## src/rtl/xdp_pkg.sv

```systemverilog
`timescale 1ns / 1ps
// Shared types and constants for the XML declaration parser.
// No dependencies; used by xdp_core, xdp_fifo and the top level.
package xdp_pkg;

    // Default width of the internal byte counter
    localparam int LENGTH_BITS_DEF = 16;

    // Result queue depth and pointer width
    localparam int QDEPTH = 4;
    localparam int QPTR_W = $clog2(QDEPTH);
    localparam int QCNT_W = $clog2(QDEPTH + 1);

    // Result kinds
    localparam logic KIND_NAME    = 1'b0;
    localparam logic KIND_VERDICT = 1'b1;

    // Verdict status codes
    localparam logic [2:0] ST_OK         = 3'd0;
    localparam logic [2:0] ST_SPACE      = 3'd1;
    localparam logic [2:0] ST_VERSION    = 3'd2;
    localparam logic [2:0] ST_ENCODING   = 3'd3;
    localparam logic [2:0] ST_STANDALONE = 3'd4;
    localparam logic [2:0] ST_UNFINISHED = 3'd5;

    // Standalone codes (two's complement: 1 yes, 0 no, -1 absent)
    localparam logic [1:0] SA_YES    = 2'b01;
    localparam logic [1:0] SA_NO     = 2'b00;
    localparam logic [1:0] SA_ABSENT = 2'b11;

    // One result item as it leaves the block
    typedef struct packed {
        logic        kind;
        logic [7:0]  name;
        logic [2:0]  status;
        logic [15:0] len;
        logic [1:0]  sa;
        logic        enc;
        logic        run_end;
    } t_out;

    // Result slot handed from the parser to the queue
    typedef struct packed {
        logic valid;
        t_out item;
    } t_slot;

endpackage

```

## src/rtl/xdp_core.sv

```systemverilog
`timescale 1ns / 1ps
// Parser state machine: consumes one byte per transfer, plus the end mark,
// and produces up to two result slots. Depends on xdp_pkg.
module xdp_core #(
    parameter int LENGTH_BITS = xdp_pkg::LENGTH_BITS_DEF
) (
    input  logic          i_clk,
    input  logic          i_rst_n,
    input  logic          i_take,
    input  logic [7:0]    i_data_byte,
    input  logic          i_is_first,
    input  logic          i_is_last,
    output xdp_pkg::t_slot o_slot0,
    output xdp_pkg::t_slot o_slot1
);

    typedef enum logic [4:0] {
        PH_IDLE, PH_PREFIX, PH_VER_SPACE, PH_VER_KW, PH_VER_EQ, PH_VER_Q,
        PH_VER_VAL, PH_AFT_VER, PH_ENC_KW, PH_ENC_EQ, PH_ENC_Q, PH_ENC_NAME,
        PH_AFT_ENC, PH_SA_KW, PH_SA_EQ, PH_SA_Q, PH_SA_VAL, PH_AFT_SA, PH_CLOSE
    } t_phase;

    typedef enum logic [2:0] {
        W_OPEN, W_VERSION, W_ONE, W_ENC, W_SA, W_YES, W_NO
    } t_word;

    typedef struct packed {
        t_phase      phase;
        logic [3:0]  kidx;
        logic [7:0]  quote;
        logic        blank;
        logic [1:0]  sa;
        logic        enc;
        logic        done;
    } t_state;

    typedef struct packed {
        logic        kind;
        logic [7:0]  name;
        logic [2:0]  status;
        logic [1:0]  sa;
        logic        enc;
        logic        use_cnt;
    } t_res;

    typedef struct packed {
        t_state st;
        logic   hit;
        t_res   res;
    } t_feed;

    localparam int CW = (LENGTH_BITS > 16) ? LENGTH_BITS : 16;

    function automatic logic is_blank(input logic [7:0] c);
        return c == 8'h20 || c == 8'h09 || c == 8'h0A || c == 8'h0D;
    endfunction

    function automatic logic is_quote(input logic [7:0] c);
        return c == 8'h27 || c == 8'h22;
    endfunction

    function automatic logic [3:0] word_len(input t_word w);
        logic [3:0] n;
        unique case (w)
            W_OPEN:    n = 4'd5;
            W_VERSION: n = 4'd7;
            W_ONE:     n = 4'd3;
            W_ENC:     n = 4'd8;
            W_SA:      n = 4'd10;
            W_YES:     n = 4'd3;
            W_NO:      n = 4'd2;
            default:   n = 4'd0;
        endcase
        return n;
    endfunction

    function automatic logic [7:0] word_char(input t_word w, input logic [3:0] i);
        logic [7:0] ch;
        ch = 8'h00;
        unique case (w)
            W_OPEN: begin
                case (i)
                    4'd0: ch = "<";  4'd1: ch = "?";  4'd2: ch = "x";
                    4'd3: ch = "m";  4'd4: ch = "l";
                    default: ch = 8'h00;
                endcase
            end
            W_VERSION: begin
                case (i)
                    4'd0: ch = "v";  4'd1: ch = "e";  4'd2: ch = "r";  4'd3: ch = "s";
                    4'd4: ch = "i";  4'd5: ch = "o";  4'd6: ch = "n";
                    default: ch = 8'h00;
                endcase
            end
            W_ONE: begin
                case (i)
                    4'd0: ch = "1";  4'd1: ch = ".";  4'd2: ch = "0";
                    default: ch = 8'h00;
                endcase
            end
            W_ENC: begin
                case (i)
                    4'd0: ch = "e";  4'd1: ch = "n";  4'd2: ch = "c";  4'd3: ch = "o";
                    4'd4: ch = "d";  4'd5: ch = "i";  4'd6: ch = "n";  4'd7: ch = "g";
                    default: ch = 8'h00;
                endcase
            end
            W_SA: begin
                case (i)
                    4'd0: ch = "s";  4'd1: ch = "t";  4'd2: ch = "a";  4'd3: ch = "n";
                    4'd4: ch = "d";  4'd5: ch = "a";  4'd6: ch = "l";  4'd7: ch = "o";
                    4'd8: ch = "n";  4'd9: ch = "e";
                    default: ch = 8'h00;
                endcase
            end
            W_YES: begin
                case (i)
                    4'd0: ch = "y";  4'd1: ch = "e";  4'd2: ch = "s";
                    default: ch = 8'h00;
                endcase
            end
            W_NO: begin
                case (i)
                    4'd0: ch = "n";  4'd1: ch = "o";
                    default: ch = 8'h00;
                endcase
            end
            default: ch = 8'h00;
        endcase
        return ch;
    endfunction

    function automatic logic word_hit(input t_word w, input logic [3:0] i,
                                      input logic [7:0] c);
        return (i < word_len(w)) && (word_char(w, i) == c);
    endfunction

    function automatic t_feed give_fail(input t_feed f, input logic [2:0] st);
        t_feed g;
        g = f;
        g.hit        = 1'b1;
        g.res        = '0;
        g.res.kind   = xdp_pkg::KIND_VERDICT;
        g.res.status = st;
        g.res.sa     = xdp_pkg::SA_ABSENT;
        g.st.done    = 1'b1;
        return g;
    endfunction

    function automatic t_feed give_ok(input t_feed f, input logic [1:0] sa,
                                      input logic enc, input logic use_cnt);
        t_feed g;
        g = f;
        g.hit         = 1'b1;
        g.res         = '0;
        g.res.kind    = xdp_pkg::KIND_VERDICT;
        g.res.status  = xdp_pkg::ST_OK;
        g.res.sa      = sa;
        g.res.enc     = enc;
        g.res.use_cnt = use_cnt;
        g.st.done     = 1'b1;
        return g;
    endfunction

    // One state transition for one byte
    function automatic t_feed feed(input t_state s, input logic [7:0] c);
        t_feed      f;
        logic [3:0] k1;
        t_word      w;
        f     = '0;
        f.st  = s;
        k1    = s.kidx + 4'd1;
        w     = W_ENC;
        unique case (s.phase)
            PH_PREFIX: begin
                if (!word_hit(W_OPEN, s.kidx, c)) begin
                    f = give_ok(f, xdp_pkg::SA_ABSENT, 1'b0, 1'b0);
                end else begin
                    f.st.kidx = k1;
                    if (k1 == word_len(W_OPEN)) f.st.phase = PH_VER_SPACE;
                end
            end
            PH_VER_SPACE: begin
                if (!is_blank(c)) begin
                    f = give_fail(f, xdp_pkg::ST_SPACE);
                end else begin
                    f.st.phase = PH_VER_KW;
                    f.st.kidx  = 4'd0;
                end
            end
            PH_VER_KW: begin
                if (!(s.kidx == 4'd0 && is_blank(c))) begin
                    if (!word_hit(W_VERSION, s.kidx, c)) begin
                        f = give_fail(f, xdp_pkg::ST_VERSION);
                    end else begin
                        f.st.kidx = k1;
                        if (k1 == word_len(W_VERSION)) f.st.phase = PH_VER_EQ;
                    end
                end
            end
            PH_VER_EQ, PH_ENC_EQ, PH_SA_EQ: begin
                if (!is_blank(c)) begin
                    if (c != "=") begin
                        if (s.phase == PH_VER_EQ)      f = give_fail(f, xdp_pkg::ST_VERSION);
                        else if (s.phase == PH_ENC_EQ) f = give_fail(f, xdp_pkg::ST_ENCODING);
                        else                           f = give_fail(f, xdp_pkg::ST_STANDALONE);
                    end else begin
                        if (s.phase == PH_VER_EQ)      f.st.phase = PH_VER_Q;
                        else if (s.phase == PH_ENC_EQ) f.st.phase = PH_ENC_Q;
                        else                           f.st.phase = PH_SA_Q;
                    end
                end
            end
            PH_VER_Q, PH_ENC_Q, PH_SA_Q: begin
                if (!is_blank(c)) begin
                    if (!is_quote(c)) begin
                        if (s.phase == PH_VER_Q)      f = give_fail(f, xdp_pkg::ST_VERSION);
                        else if (s.phase == PH_ENC_Q) f = give_fail(f, xdp_pkg::ST_ENCODING);
                        else                          f = give_fail(f, xdp_pkg::ST_STANDALONE);
                    end else begin
                        f.st.quote = c;
                        f.st.kidx  = 4'd0;
                        if (s.phase == PH_VER_Q)      f.st.phase = PH_VER_VAL;
                        else if (s.phase == PH_ENC_Q) f.st.phase = PH_ENC_NAME;
                        else                          f.st.phase = PH_SA_VAL;
                    end
                end
            end
            PH_VER_VAL: begin
                if (s.kidx < word_len(W_ONE)) begin
                    if (!word_hit(W_ONE, s.kidx, c)) f = give_fail(f, xdp_pkg::ST_VERSION);
                    else                             f.st.kidx = k1;
                end else if (c != s.quote) begin
                    f = give_fail(f, xdp_pkg::ST_VERSION);
                end else begin
                    f.st.blank = 1'b0;
                    f.st.phase = PH_AFT_VER;
                end
            end
            PH_AFT_VER, PH_AFT_ENC: begin
                if (is_blank(c)) begin
                    f.st.blank = 1'b1;
                end else if (c == "e" && s.phase == PH_AFT_VER) begin
                    f.st.phase = PH_ENC_KW;
                    f.st.kidx  = 4'd1;
                end else if (c == "s") begin
                    f.st.phase = PH_SA_KW;
                    f.st.kidx  = 4'd1;
                end else if (c == "?") begin
                    f.st.phase = PH_CLOSE;
                end else begin
                    f = give_fail(f, xdp_pkg::ST_UNFINISHED);
                end
            end
            PH_ENC_KW, PH_SA_KW: begin
                w = (s.phase == PH_ENC_KW) ? W_ENC : W_SA;
                if (!word_hit(w, s.kidx, c)) begin
                    f = give_fail(f, xdp_pkg::ST_UNFINISHED);
                end else begin
                    f.st.kidx = k1;
                    if (k1 == word_len(w)) begin
                        if (!s.blank)              f = give_fail(f, xdp_pkg::ST_SPACE);
                        else if (w == W_ENC)       f.st.phase = PH_ENC_EQ;
                        else                       f.st.phase = PH_SA_EQ;
                    end
                end
            end
            PH_ENC_NAME: begin
                if (c == s.quote) begin
                    f.st.enc   = 1'b1;
                    f.st.blank = 1'b0;
                    f.st.phase = PH_AFT_ENC;
                end else if (c == 8'h00) begin
                    f = give_fail(f, xdp_pkg::ST_ENCODING);
                end else begin
                    f.hit      = 1'b1;
                    f.res      = '0;
                    f.res.kind = xdp_pkg::KIND_NAME;
                    f.res.name = c;
                end
            end
            PH_SA_VAL: begin
                w = (s.sa == xdp_pkg::SA_YES) ? W_YES : W_NO;
                if (s.kidx == 4'd0) begin
                    f.st.kidx = 4'd1;
                    if (c == "y")      f.st.sa = xdp_pkg::SA_YES;
                    else if (c == "n") f.st.sa = xdp_pkg::SA_NO;
                    else               f = give_fail(f, xdp_pkg::ST_STANDALONE);
                end else if (s.kidx < word_len(w)) begin
                    if (!word_hit(w, s.kidx, c)) f = give_fail(f, xdp_pkg::ST_STANDALONE);
                    else                         f.st.kidx = k1;
                end else if (c != s.quote) begin
                    f = give_fail(f, xdp_pkg::ST_STANDALONE);
                end else begin
                    f.st.phase = PH_AFT_SA;
                end
            end
            PH_AFT_SA: begin
                if (!is_blank(c)) begin
                    if (c != "?") f = give_fail(f, xdp_pkg::ST_UNFINISHED);
                    else          f.st.phase = PH_CLOSE;
                end
            end
            PH_CLOSE: begin
                if (c != ">") f = give_fail(f, xdp_pkg::ST_UNFINISHED);
                else          f = give_ok(f, s.sa, s.enc, 1'b1);
            end
            default: f = give_fail(f, xdp_pkg::ST_UNFINISHED);
        endcase
        return f;
    endfunction

    function automatic xdp_pkg::t_out to_out(input t_res r, input logic [15:0] len,
                                             input logic last);
        xdp_pkg::t_out o;
        o.kind    = r.kind;
        o.name    = r.name;
        o.status  = r.status;
        o.len     = r.use_cnt ? len : 16'd0;
        o.sa      = r.sa;
        o.enc     = r.enc;
        o.run_end = last;
        return o;
    endfunction

    t_state                 r_state, n_state, s0;
    logic [LENGTH_BITS-1:0] r_cnt, n_cnt, cnt0, cnt1;
    logic [CW-1:0]          cnt_ext;
    logic [15:0]            len16;
    t_feed                  f1, f2;
    logic                   active, use2;

    // Pick the starting state, run the byte and then the end mark
    always_comb begin
        s0   = r_state;
        cnt0 = r_cnt;
        if (i_is_first) begin
            s0.phase = PH_PREFIX;
            s0.kidx  = 4'd0;
            s0.quote = 8'h00;
            s0.blank = 1'b0;
            s0.sa    = xdp_pkg::SA_ABSENT;
            s0.enc   = 1'b0;
            s0.done  = 1'b0;
            cnt0     = '0;
        end
        active  = !s0.done;
        cnt1    = (cnt0 == {LENGTH_BITS{1'b1}}) ? cnt0 : cnt0 + 1'b1;
        cnt_ext = CW'(cnt1);
        len16   = (cnt_ext > CW'(16'hFFFF)) ? 16'hFFFF : cnt_ext[15:0];
        f1      = feed(s0, i_data_byte);
        f2      = feed(f1.st, 8'h00);
        use2    = active && i_is_last && !f1.st.done;
        n_state = active ? (use2 ? f2.st : f1.st) : s0;
        n_cnt   = active ? cnt1 : cnt0;

        o_slot1.valid = use2 && f2.hit;
        o_slot1.item  = to_out(f2.res, len16, 1'b1);
        o_slot0.valid = active && f1.hit;
        o_slot0.item  = to_out(f1.res, len16, !o_slot1.valid);
    end

    // Hold parser state; advance on each transfer
    always_ff @(posedge i_clk) begin
        if (!i_rst_n) begin
            r_state.phase <= PH_IDLE;
            r_state.kidx  <= 4'd0;
            r_state.quote <= 8'h00;
            r_state.blank <= 1'b0;
            r_state.sa    <= xdp_pkg::SA_ABSENT;
            r_state.enc   <= 1'b0;
            r_state.done  <= 1'b1;
            r_cnt         <= '0;
        end else if (i_take) begin
            r_state <= n_state;
            r_cnt   <= n_cnt;
        end
    end

endmodule

```

## src/rtl/xdp_fifo.sv

```systemverilog
`timescale 1ns / 1ps
// Result queue: takes up to two results per cycle, gives one per transfer.
// Depends on xdp_pkg.
module xdp_fifo (
    input  logic           i_clk,
    input  logic           i_rst_n,
    input  logic           i_push,
    input  xdp_pkg::t_slot i_slot0,
    input  xdp_pkg::t_slot i_slot1,
    output logic           o_full,
    output logic           o_valid,
    input  logic           i_stall,
    output xdp_pkg::t_out  o_item
);

    localparam int PW = xdp_pkg::QPTR_W;
    localparam int CNW = xdp_pkg::QCNT_W;

    xdp_pkg::t_out  mem [xdp_pkg::QDEPTH];
    logic [PW-1:0]  r_wr, r_rd;
    logic [CNW-1:0] r_cnt;
    logic [1:0]     n_push;
    logic           pop;
    xdp_pkg::t_out  first_item;

    // Compact the two slots; count pushes and pops
    always_comb begin
        first_item = i_slot0.valid ? i_slot0.item : i_slot1.item;
        n_push     = i_push ? (2'(i_slot0.valid) + 2'(i_slot1.valid)) : 2'd0;
        pop        = o_valid && !i_stall;
    end

    assign o_valid = (r_cnt != '0);
    assign o_full  = (r_cnt > CNW'(xdp_pkg::QDEPTH - 2));
    assign o_item  = mem[r_rd];

    // Write entries
    always_ff @(posedge i_clk) begin
        if (n_push != 2'd0) mem[r_wr] <= first_item;
        if (n_push == 2'd2) mem[r_wr + 1'b1] <= i_slot1.item;
    end

    // Advance pointers and occupancy
    always_ff @(posedge i_clk) begin
        if (!i_rst_n) begin
            r_wr  <= '0;
            r_rd  <= '0;
            r_cnt <= '0;
        end else begin
            r_wr  <= r_wr + PW'(n_push);
            r_rd  <= r_rd + PW'(pop);
            r_cnt <= r_cnt + CNW'(n_push) - CNW'(pop);
        end
    end

endmodule

```

## src/rtl/xml_declaration_parser_top.sv

```systemverilog
`timescale 1ns / 1ps
// XML declaration parser top level: parser state machine plus result queue.
// Depends on xdp_pkg, xdp_core and xdp_fifo.
// Results are registered in the queue as their byte is taken.
// One byte per cycle while o_stall is low; one result leaves per cycle unless
// i_stall is high; a byte may cause two results (name byte plus end verdict).
// Reset (synchronous, active low) empties the queue and idles until a first mark.
module xml_declaration_parser_top #(
    parameter int LENGTH_BITS = xdp_pkg::LENGTH_BITS_DEF
) (
    input  logic              i_clk,
    input  logic              i_rst_n,
    input  logic              i_valid,
    output logic              o_stall,
    input  logic [7:0]        i_data_byte,
    input  logic              i_is_first,
    input  logic              i_is_last,
    output logic              o_valid,
    input  logic              i_stall,
    output logic              o_item_kind,
    output logic [7:0]        o_name_byte,
    output logic [2:0]        o_status,
    output logic [15:0]       o_decl_length,
    output logic signed [1:0] o_standalone_value,
    output logic              o_encoding_present,
    output logic              o_run_end
);

    xdp_pkg::t_slot slot0, slot1;
    xdp_pkg::t_out  item;
    logic           full, take;

    // Accept a byte whenever the queue has room for two results
    assign o_stall = full;
    assign take    = i_valid && !full;

    xdp_core #(.LENGTH_BITS(LENGTH_BITS)) u_core (
        .i_clk       (i_clk),
        .i_rst_n     (i_rst_n),
        .i_take      (take),
        .i_data_byte (i_data_byte),
        .i_is_first  (i_is_first),
        .i_is_last   (i_is_last),
        .o_slot0     (slot0),
        .o_slot1     (slot1)
    );

    xdp_fifo u_fifo (
        .i_clk   (i_clk),
        .i_rst_n (i_rst_n),
        .i_push  (take),
        .i_slot0 (slot0),
        .i_slot1 (slot1),
        .o_full  (full),
        .o_valid (o_valid),
        .i_stall (i_stall),
        .o_item  (item)
    );

    // Unpack the head result onto the ports
    assign o_item_kind        = item.kind;
    assign o_name_byte        = item.name;
    assign o_status           = item.status;
    assign o_decl_length      = item.len;
    assign o_standalone_value = $signed(item.sa);
    assign o_encoding_present = item.enc;
    assign o_run_end          = item.run_end;

endmodule

```

## config.mk

```make
export PLATFORM = sky130hd
export DESIGN_NAME = xml_declaration_parser_top
export DESIGN_NICKNAME = d
export VERILOG_FILES = /design/src/rtl/xdp_pkg.sv /design/src/rtl/xdp_core.sv /design/src/rtl/xdp_fifo.sv /design/src/rtl/xml_declaration_parser_top.sv
export SDC_FILE = /design/constraint.sdc
export NUM_CORES = 1
export LEC_CHECK = 0
export ABC_CLOCK_PERIOD_IN_PS = 8150
export BUFFER_PORTS_ARGS = -buffer_cell sky130_fd_sc_hd__clkbuf_2
export CAP_MARGIN = 10
export CORE_MARGIN = 1
export CORE_UTILIZATION = 60
export DETAILED_ROUTE_END_ITERATION = 8
export PLACE_DENSITY = 0.77
export SLEW_MARGIN = 20
export SYNTH_ARGS = -nofsm -noshare
export SYNTH_HDL_FRONTEND = slang
export SYNTH_SLANG_ARGS = --single-unit
```

## constraint.sdc

```tcl
create_clock -name i_clk -period 8.15 [get_ports i_clk]
set_input_delay 0.4075 -clock i_clk [delete_from_list [all_inputs] [get_ports i_clk]]
set_output_delay 0.4075 -clock i_clk [all_outputs]
set_load 0.05 [all_outputs]
```

Yosys cells after proc, flatten, opt, wreduce, memory -nomap -nowiden
Memory sizes are Yosys's and may differ from the RTL's. A register that Yosys moved wholly into a read port is not among the register bits.
Cells that the tools add are included.
W data, S select, Z words.
- register bits after elaboration: 45
- RAM bits: 128
- bits in read-only memories: 576
- output and inout port bits: 34
- word-level logic and storage cells: 388
- memories kept: 9
- memories (memory ; depth ; width ; rd ports ; clocked after Yosys merged registers in ; wr ports ; line ; RTL):
    u_fifo.mem ; 4 ; 32 ; 1 ; 1 ; 2 ; xdp_fifo.sv:19 ; xdp_pkg::t_out mem [xdp_pkg::QDEPTH];
    (no name shown) ; 16 ; 7 ; 1 ; 0 ; 0 ; xdp_core.sv:109 ; case (i)
    (no name shown) ; 16 ; 7 ; 1 ; 0 ; 0 ; xdp_core.sv:109 ;
    (no name shown) ; 16 ; 7 ; 1 ; 0 ; 0 ; xdp_core.sv:109 ;
    (no name shown) ; 16 ; 7 ; 1 ; 0 ; 0 ; xdp_core.sv:109 ;
    (no name shown) ; 8 ; 4 ; 1 ; 0 ; 0 ; xdp_core.sv:102 ; case (i)
    +3 memories ; n/a ; n/a ; n/a ; n/a ; n/a ; n/a ;
- add/sub/neg operators: 9
- order comparisons: 16
- equal/unequal tests: 99
- mux-type cells: 190
- reductions and logical operators: 54
- operators by type and width (kind ; count):
    $mux W39 ; 14
    $pmux W39 S12 ; 1
    $mux W18 ; 24
    $pmux W39 S9 ; 1
    $pmux W8 S7 ; 4
    $mux W8 ; 21
    $mux W4 ; 29
    $mux W16 ; 7
    $mux W22 ; 5
    $pmux W7 S7 ; 2
    $pmux W4 S6 ; 4
    $mux W5 ; 18
    $pmux W7 S6 ; 2
    $mux W7 ; 11
    $eq A5 B4 Y1 const B ; 15
    $pmux W7 S5 ; 2
    $mux W9 ; 7
    $logic_not A8 Y1 ; 7
    $pmux W7 S2 ; 4
    $pmux W7 S4 ; 2
    $eq A8 B8 Y1 ; 6
    $lt A4 B4 Y1 ; 12
    $pmux W7 S3 ; 2
    $eq A4 B3 Y1 const B ; 10
    other kinds (46) ; 158

Longest topological paths before layout
- depth after elaboration: 41
- gate-level depth with buffers: 30

Hierarchy
Synthesis repeated with hierarchy kept, for this count alone.
- cell total of the unflattened synthesis: 1391
- area total of the unflattened synthesis: 13151.4 um2
- modules (own cells, without submodules) (module ; instances ; cells each ; area an instance (um2)):
    xdp_core ; 1 ; 971 ; 6628.9
    xdp_fifo ; 1 ; 419 ; 6508.7
    xml_declaration_parser_top ; 1 ; 1 ; 13.8

Worst setup path before layout
No wires, ideal clock.
- path kind: input port to flip-flop
- start point: in i_is_first
- end point: mem u_fifo.mem[0][10] in the netlist's numbering (enable)
- setup time: 0.378 ns
- arrival: 7.121 ns
- required time: 7.772 ns
- path slack: 0.652 ns
- cell stages on the path: 23
- path buffers: 1
- path through: nor3b_1 mux2_2 or4b_1 nor4_4 nor2_1 nor3b_1 a21o_1 o211a_1 inv_1 ha_1 or4_1 nor3_2 mux2i_1 and2_1 a311oi_1 nor4b_4 nor2_1 ha_1 clkbuf_1 o21ai_1 nor3_1 nor2_1 inv_1
- RTL lines (what ; line ; RTL):
    start, declared ; xml_declaration_parser_top.sv:16 ; input logic i_is_first,
    end, declared ; xdp_fifo.sv:19 ;

==> impl_results.md <==
* Status: complete, no violations
* Most Crowded Layer GR: met2
* Peak VDD IR at 0.1456 mV
* Design Power at 0.002813 W
* Synth Area in Adders at 1.435%
* Max Root-Sink Buffers at 2
* FF/Latch Area at 4345 um^2
* # setup viols final at 0
* Cell Pwr Density at 214.8 nW/um^2
* Slew @ Worst Pin at 1.022 ns
* Worst Path Arrival at 7.73 ns
* Met2 Use GR at 59.08%
* Max_cap viols at 0
* Synth Area in Simple Gates at 25.98%
* Total global routing overflow at 0
* TritonRoute pass-1 iters at 7
* # diodes at 0
* Tcrit/Tclk final at 94.17%
* Layout fillers at 1668
* Worst-path clk slew at 0.08 ns
* Prevailing post-synth register cell: edfxtp_1
* Fin. max-slew vios at 0
* Worst slack, placed at 0.2269 ns
* HPWL Detailed at 27440 um
* Yosys warns at 0
* Grt met3 use at 8.479%
* Die Wd at 142.6 um
* P_leak at 4.607 nW
* Share of cells above drive strength 1 at 14.57%
* Ys async rst share at 0%
* Final setup TNS at 0 ns
* CP Class: flop to flop
* CTS Hold Bufs at 0
* Placed cell areas at 12450 um^2
* Max Freq at 0.1303 GHz
* Main combinational cell family by area after synthesis: simple AND/OR/NAND/NOR gates
* CTS HTree Levels at 4
* Post-synthesis cell area at 11860 um^2
* Post-Synthesis Cells at 1384
* Post-route ant nets at 0
* Clk_lat worst skew at 0.45 ns
* Register area share after synthesis at 36.63%
* Initial antenna violation count at 0
* Wirelength per Cell at 22.55 um
* Area of the multi-input gates at 7053 um^2
* Die area at 20330 um^2
* Final Instance Area at 13100 um^2
* Crit-path max FO at 25
* Postcts setup bufs at 0
* Fin worst setup slack at 0.4750 ns
* Vias in the first global route at 10530
* Die Ht at 142.6 um
* Netlist cell types at 92
* Total core area at 19400 um^2
* Crit. End Element: flop
* Vias/cell at 6.809
* Layout area overhead at 10.43%
* Mean Syn Cell Area at 8.569 um^2
* GRT Total Usage at 38.15%
* Final #Nets at 1435
* Non-filler cells, final at 1686
* Via count at 11480
* XOR/XNOR Fraction of Synth Area at 3.176%
* CTS buffer count at 17
* Complex-gate fraction of the synthesized area at 22.10%
* Post-Syn Nets at 1411
* CTS tree: built
* Post-synth EDFFs at 88
* Pin count of the biggest net entering global routing at 47
* Worst Path Required at 8.21 ns
* Inst Count DP at 1653
* Number of cell rows at 51
* Worst hold path class: input port to flop
* Met1 Use GR at 52.02%
* First-pass GRT wire length at 58870 um
* Initial detailed-routing violation count at 1587
* CTS sink count at 173
* Port buffer count at 47
* Fin. Hold Viols at 0
* Mux contribution to synthesized area at 6.615%
* Crit path launch type: flop
* Root buffer cell: clkbuf_16
* Routed WL at 38020 um
* Skew final at 0.01644 ns
* FF+latch count, synth at 173
* DRC at 0
* Slew HR at 31.45%
* RSZ-0062 raised after global routing: no
* Initial Util at 61.13%
* RePlAce Congestion at 1.053
* Tmin final at 7.675 ns
* # IOs at 48
-- worst max-delay path, cell delays in order, from the launching register on --
cell	delay [ns]
dfxtp_1	0.33
buf_4	0.22
nor3b_1	0.30
mux2_2	0.38
or4b_1	0.57
nor4_4	0.48
nand2_1	0.12
xor2_1	0.15
o311a_1	0.34
o21ai_4	0.14
inv_1	0.20
ha_1	0.35
or4_1	0.50
nor3_2	0.15
mux2i_1	0.15
and2_1	0.22
a311oi_2	0.41
nor4b_4	0.29
nor2_1	0.09
ha_1	0.47
o21ai_1	0.24
nor2_1	0.22
nor2_1	0.07
buf_4	0.18
inv_1	0.70
-- flip-flops by register name (all words and copies together), names as in the netlist --
signal / flops
u_fifo.mem: 128
u_core.r_state: 22
u_core.r_cnt: 16
u_fifo.r_cnt: 3
u_fifo.r_rd: 2
u_fifo.r_wr: 2
-- cells in the final DEF (no fill, tap or decap), types with 21 or more instances in the layout --
cell type / Yosys / layout
a21oi_1: 60 / 60
and3_1: 21 / 21
buf_4: 2 / 53
clkbuf_2: 0 / 47
dfxtp_1: 85 / 84
edfxtp_1: 88 / 88
inv_1: 26 / 25
mux4_2: 32 / 32
nand2_1: 162 / 162
nand3_1: 33 / 33
nor2_1: 182 / 181
nor2b_1: 28 / 28
nor3_1: 41 / 41
o21ai_0: 112 / 112
xnor2_1: 29 / 29
-- through the flow --
stage	hold slack, ns	util, %
after floorplan	0.4198	-
after global placement	0.4305	64.16
after detailed placement	0.4365	64.16
after CTS	0.3326	67.38
after global routing	0.3811	67.51
final	0.3602	67.51
-- cell type report --
cell class	count	area share (%)
clock buffers	17	3.248
clock inverters	15	1.519
inverters	26	0.7739
multi-input cells	1089	53.85
flip-flops and latches	173	33.18
well taps	265	2.532
repair buffers	101	4.892
-- where the power goes --
part	internal (W)	switching, W	total [W]
registers	0.000959	0.0000411	0.00100
clock network	0.000426	0.000428	0.000854
logic	0.000310	0.000648	0.000958
-- kinds of logic (layout without fill, tap and decap cells) --
kind of cell	Yosys count	in the layout
simple gates	617	617
compound gates	378	378
flops	173	173
buf+inv	122	159
xor+xnor	43	43
mux	38	38
fa+ha+maj	13	13
-- synth_stat cells, types with 10 or more instances --
cell type | n | share of area [%]
nand3_1 | 33 | 1.4
dfxtp_1 | 85 | 14
and2_1 | 18 | 0.95
or2_2 | 10 | 0.53
xor2_1 | 14 | 1.0
ha_1 | 12 | 1.3
o21a_1 | 10 | 0.63
inv_1 | 26 | 0.82
clkbuf_1 | 73 | 2.3
a21oi_1 | 60 | 2.5
a211oi_1 | 20 | 1.3
nand4_1 | 15 | 0.79
nand2_1 | 162 | 5.1
a22oi_1 | 11 | 0.70
a31oi_1 | 10 | 0.53
xnor2_1 | 29 | 2.1
or3_1 | 16 | 0.84
a21o_1 | 11 | 0.70
nor3_1 | 41 | 1.7
o22ai_1 | 14 | 0.74
nor2b_1 | 28 | 1.5
edfxtp_1 | 88 | 22
o211ai_1 | 14 | 0.89
nor3b_1 | 12 | 0.76
mux4_2 | 32 | 6.1
and3_1 | 21 | 1.1
buf_1 | 13 | 0.41
nor2_1 | 182 | 5.8
nand2b_1 | 14 | 0.74
nor4_1 | 15 | 0.79
o21ai_0 | 112 | 4.7
-- worst paths after layout --
kind | start | to | slack (ns) | cells past startpoint
max | u_core.r_state[14] | u_fifo.mem[2][16] | 0.48 | 24
min | i_rst_n | u_core.r_state[2] | 0.36 | 2
max reg2reg | u_core.r_state[14] | u_fifo.mem[2][16] | 0.48 | 24
min reg2reg | u_fifo.mem[2][27] | u_fifo.mem[2][27] | 0.45 | 2
-- per-layer routing --
metal,routed length [um],vias to the layer above
met4,1336,0
met2,17030,676
li1,-,5233
met3,3938,124
met5,0,-
met1,15720,5447
-- repair_timing --
| item | 4_1_cts | 5_1_grt |
|---|---|---|
| setup endpoints to repair | 0 | 88 |
| resized for setup | 0 | 4 |
| endpoints found under the hold margin | 0 | 0 |
Power figures use the tool's default switching activity.
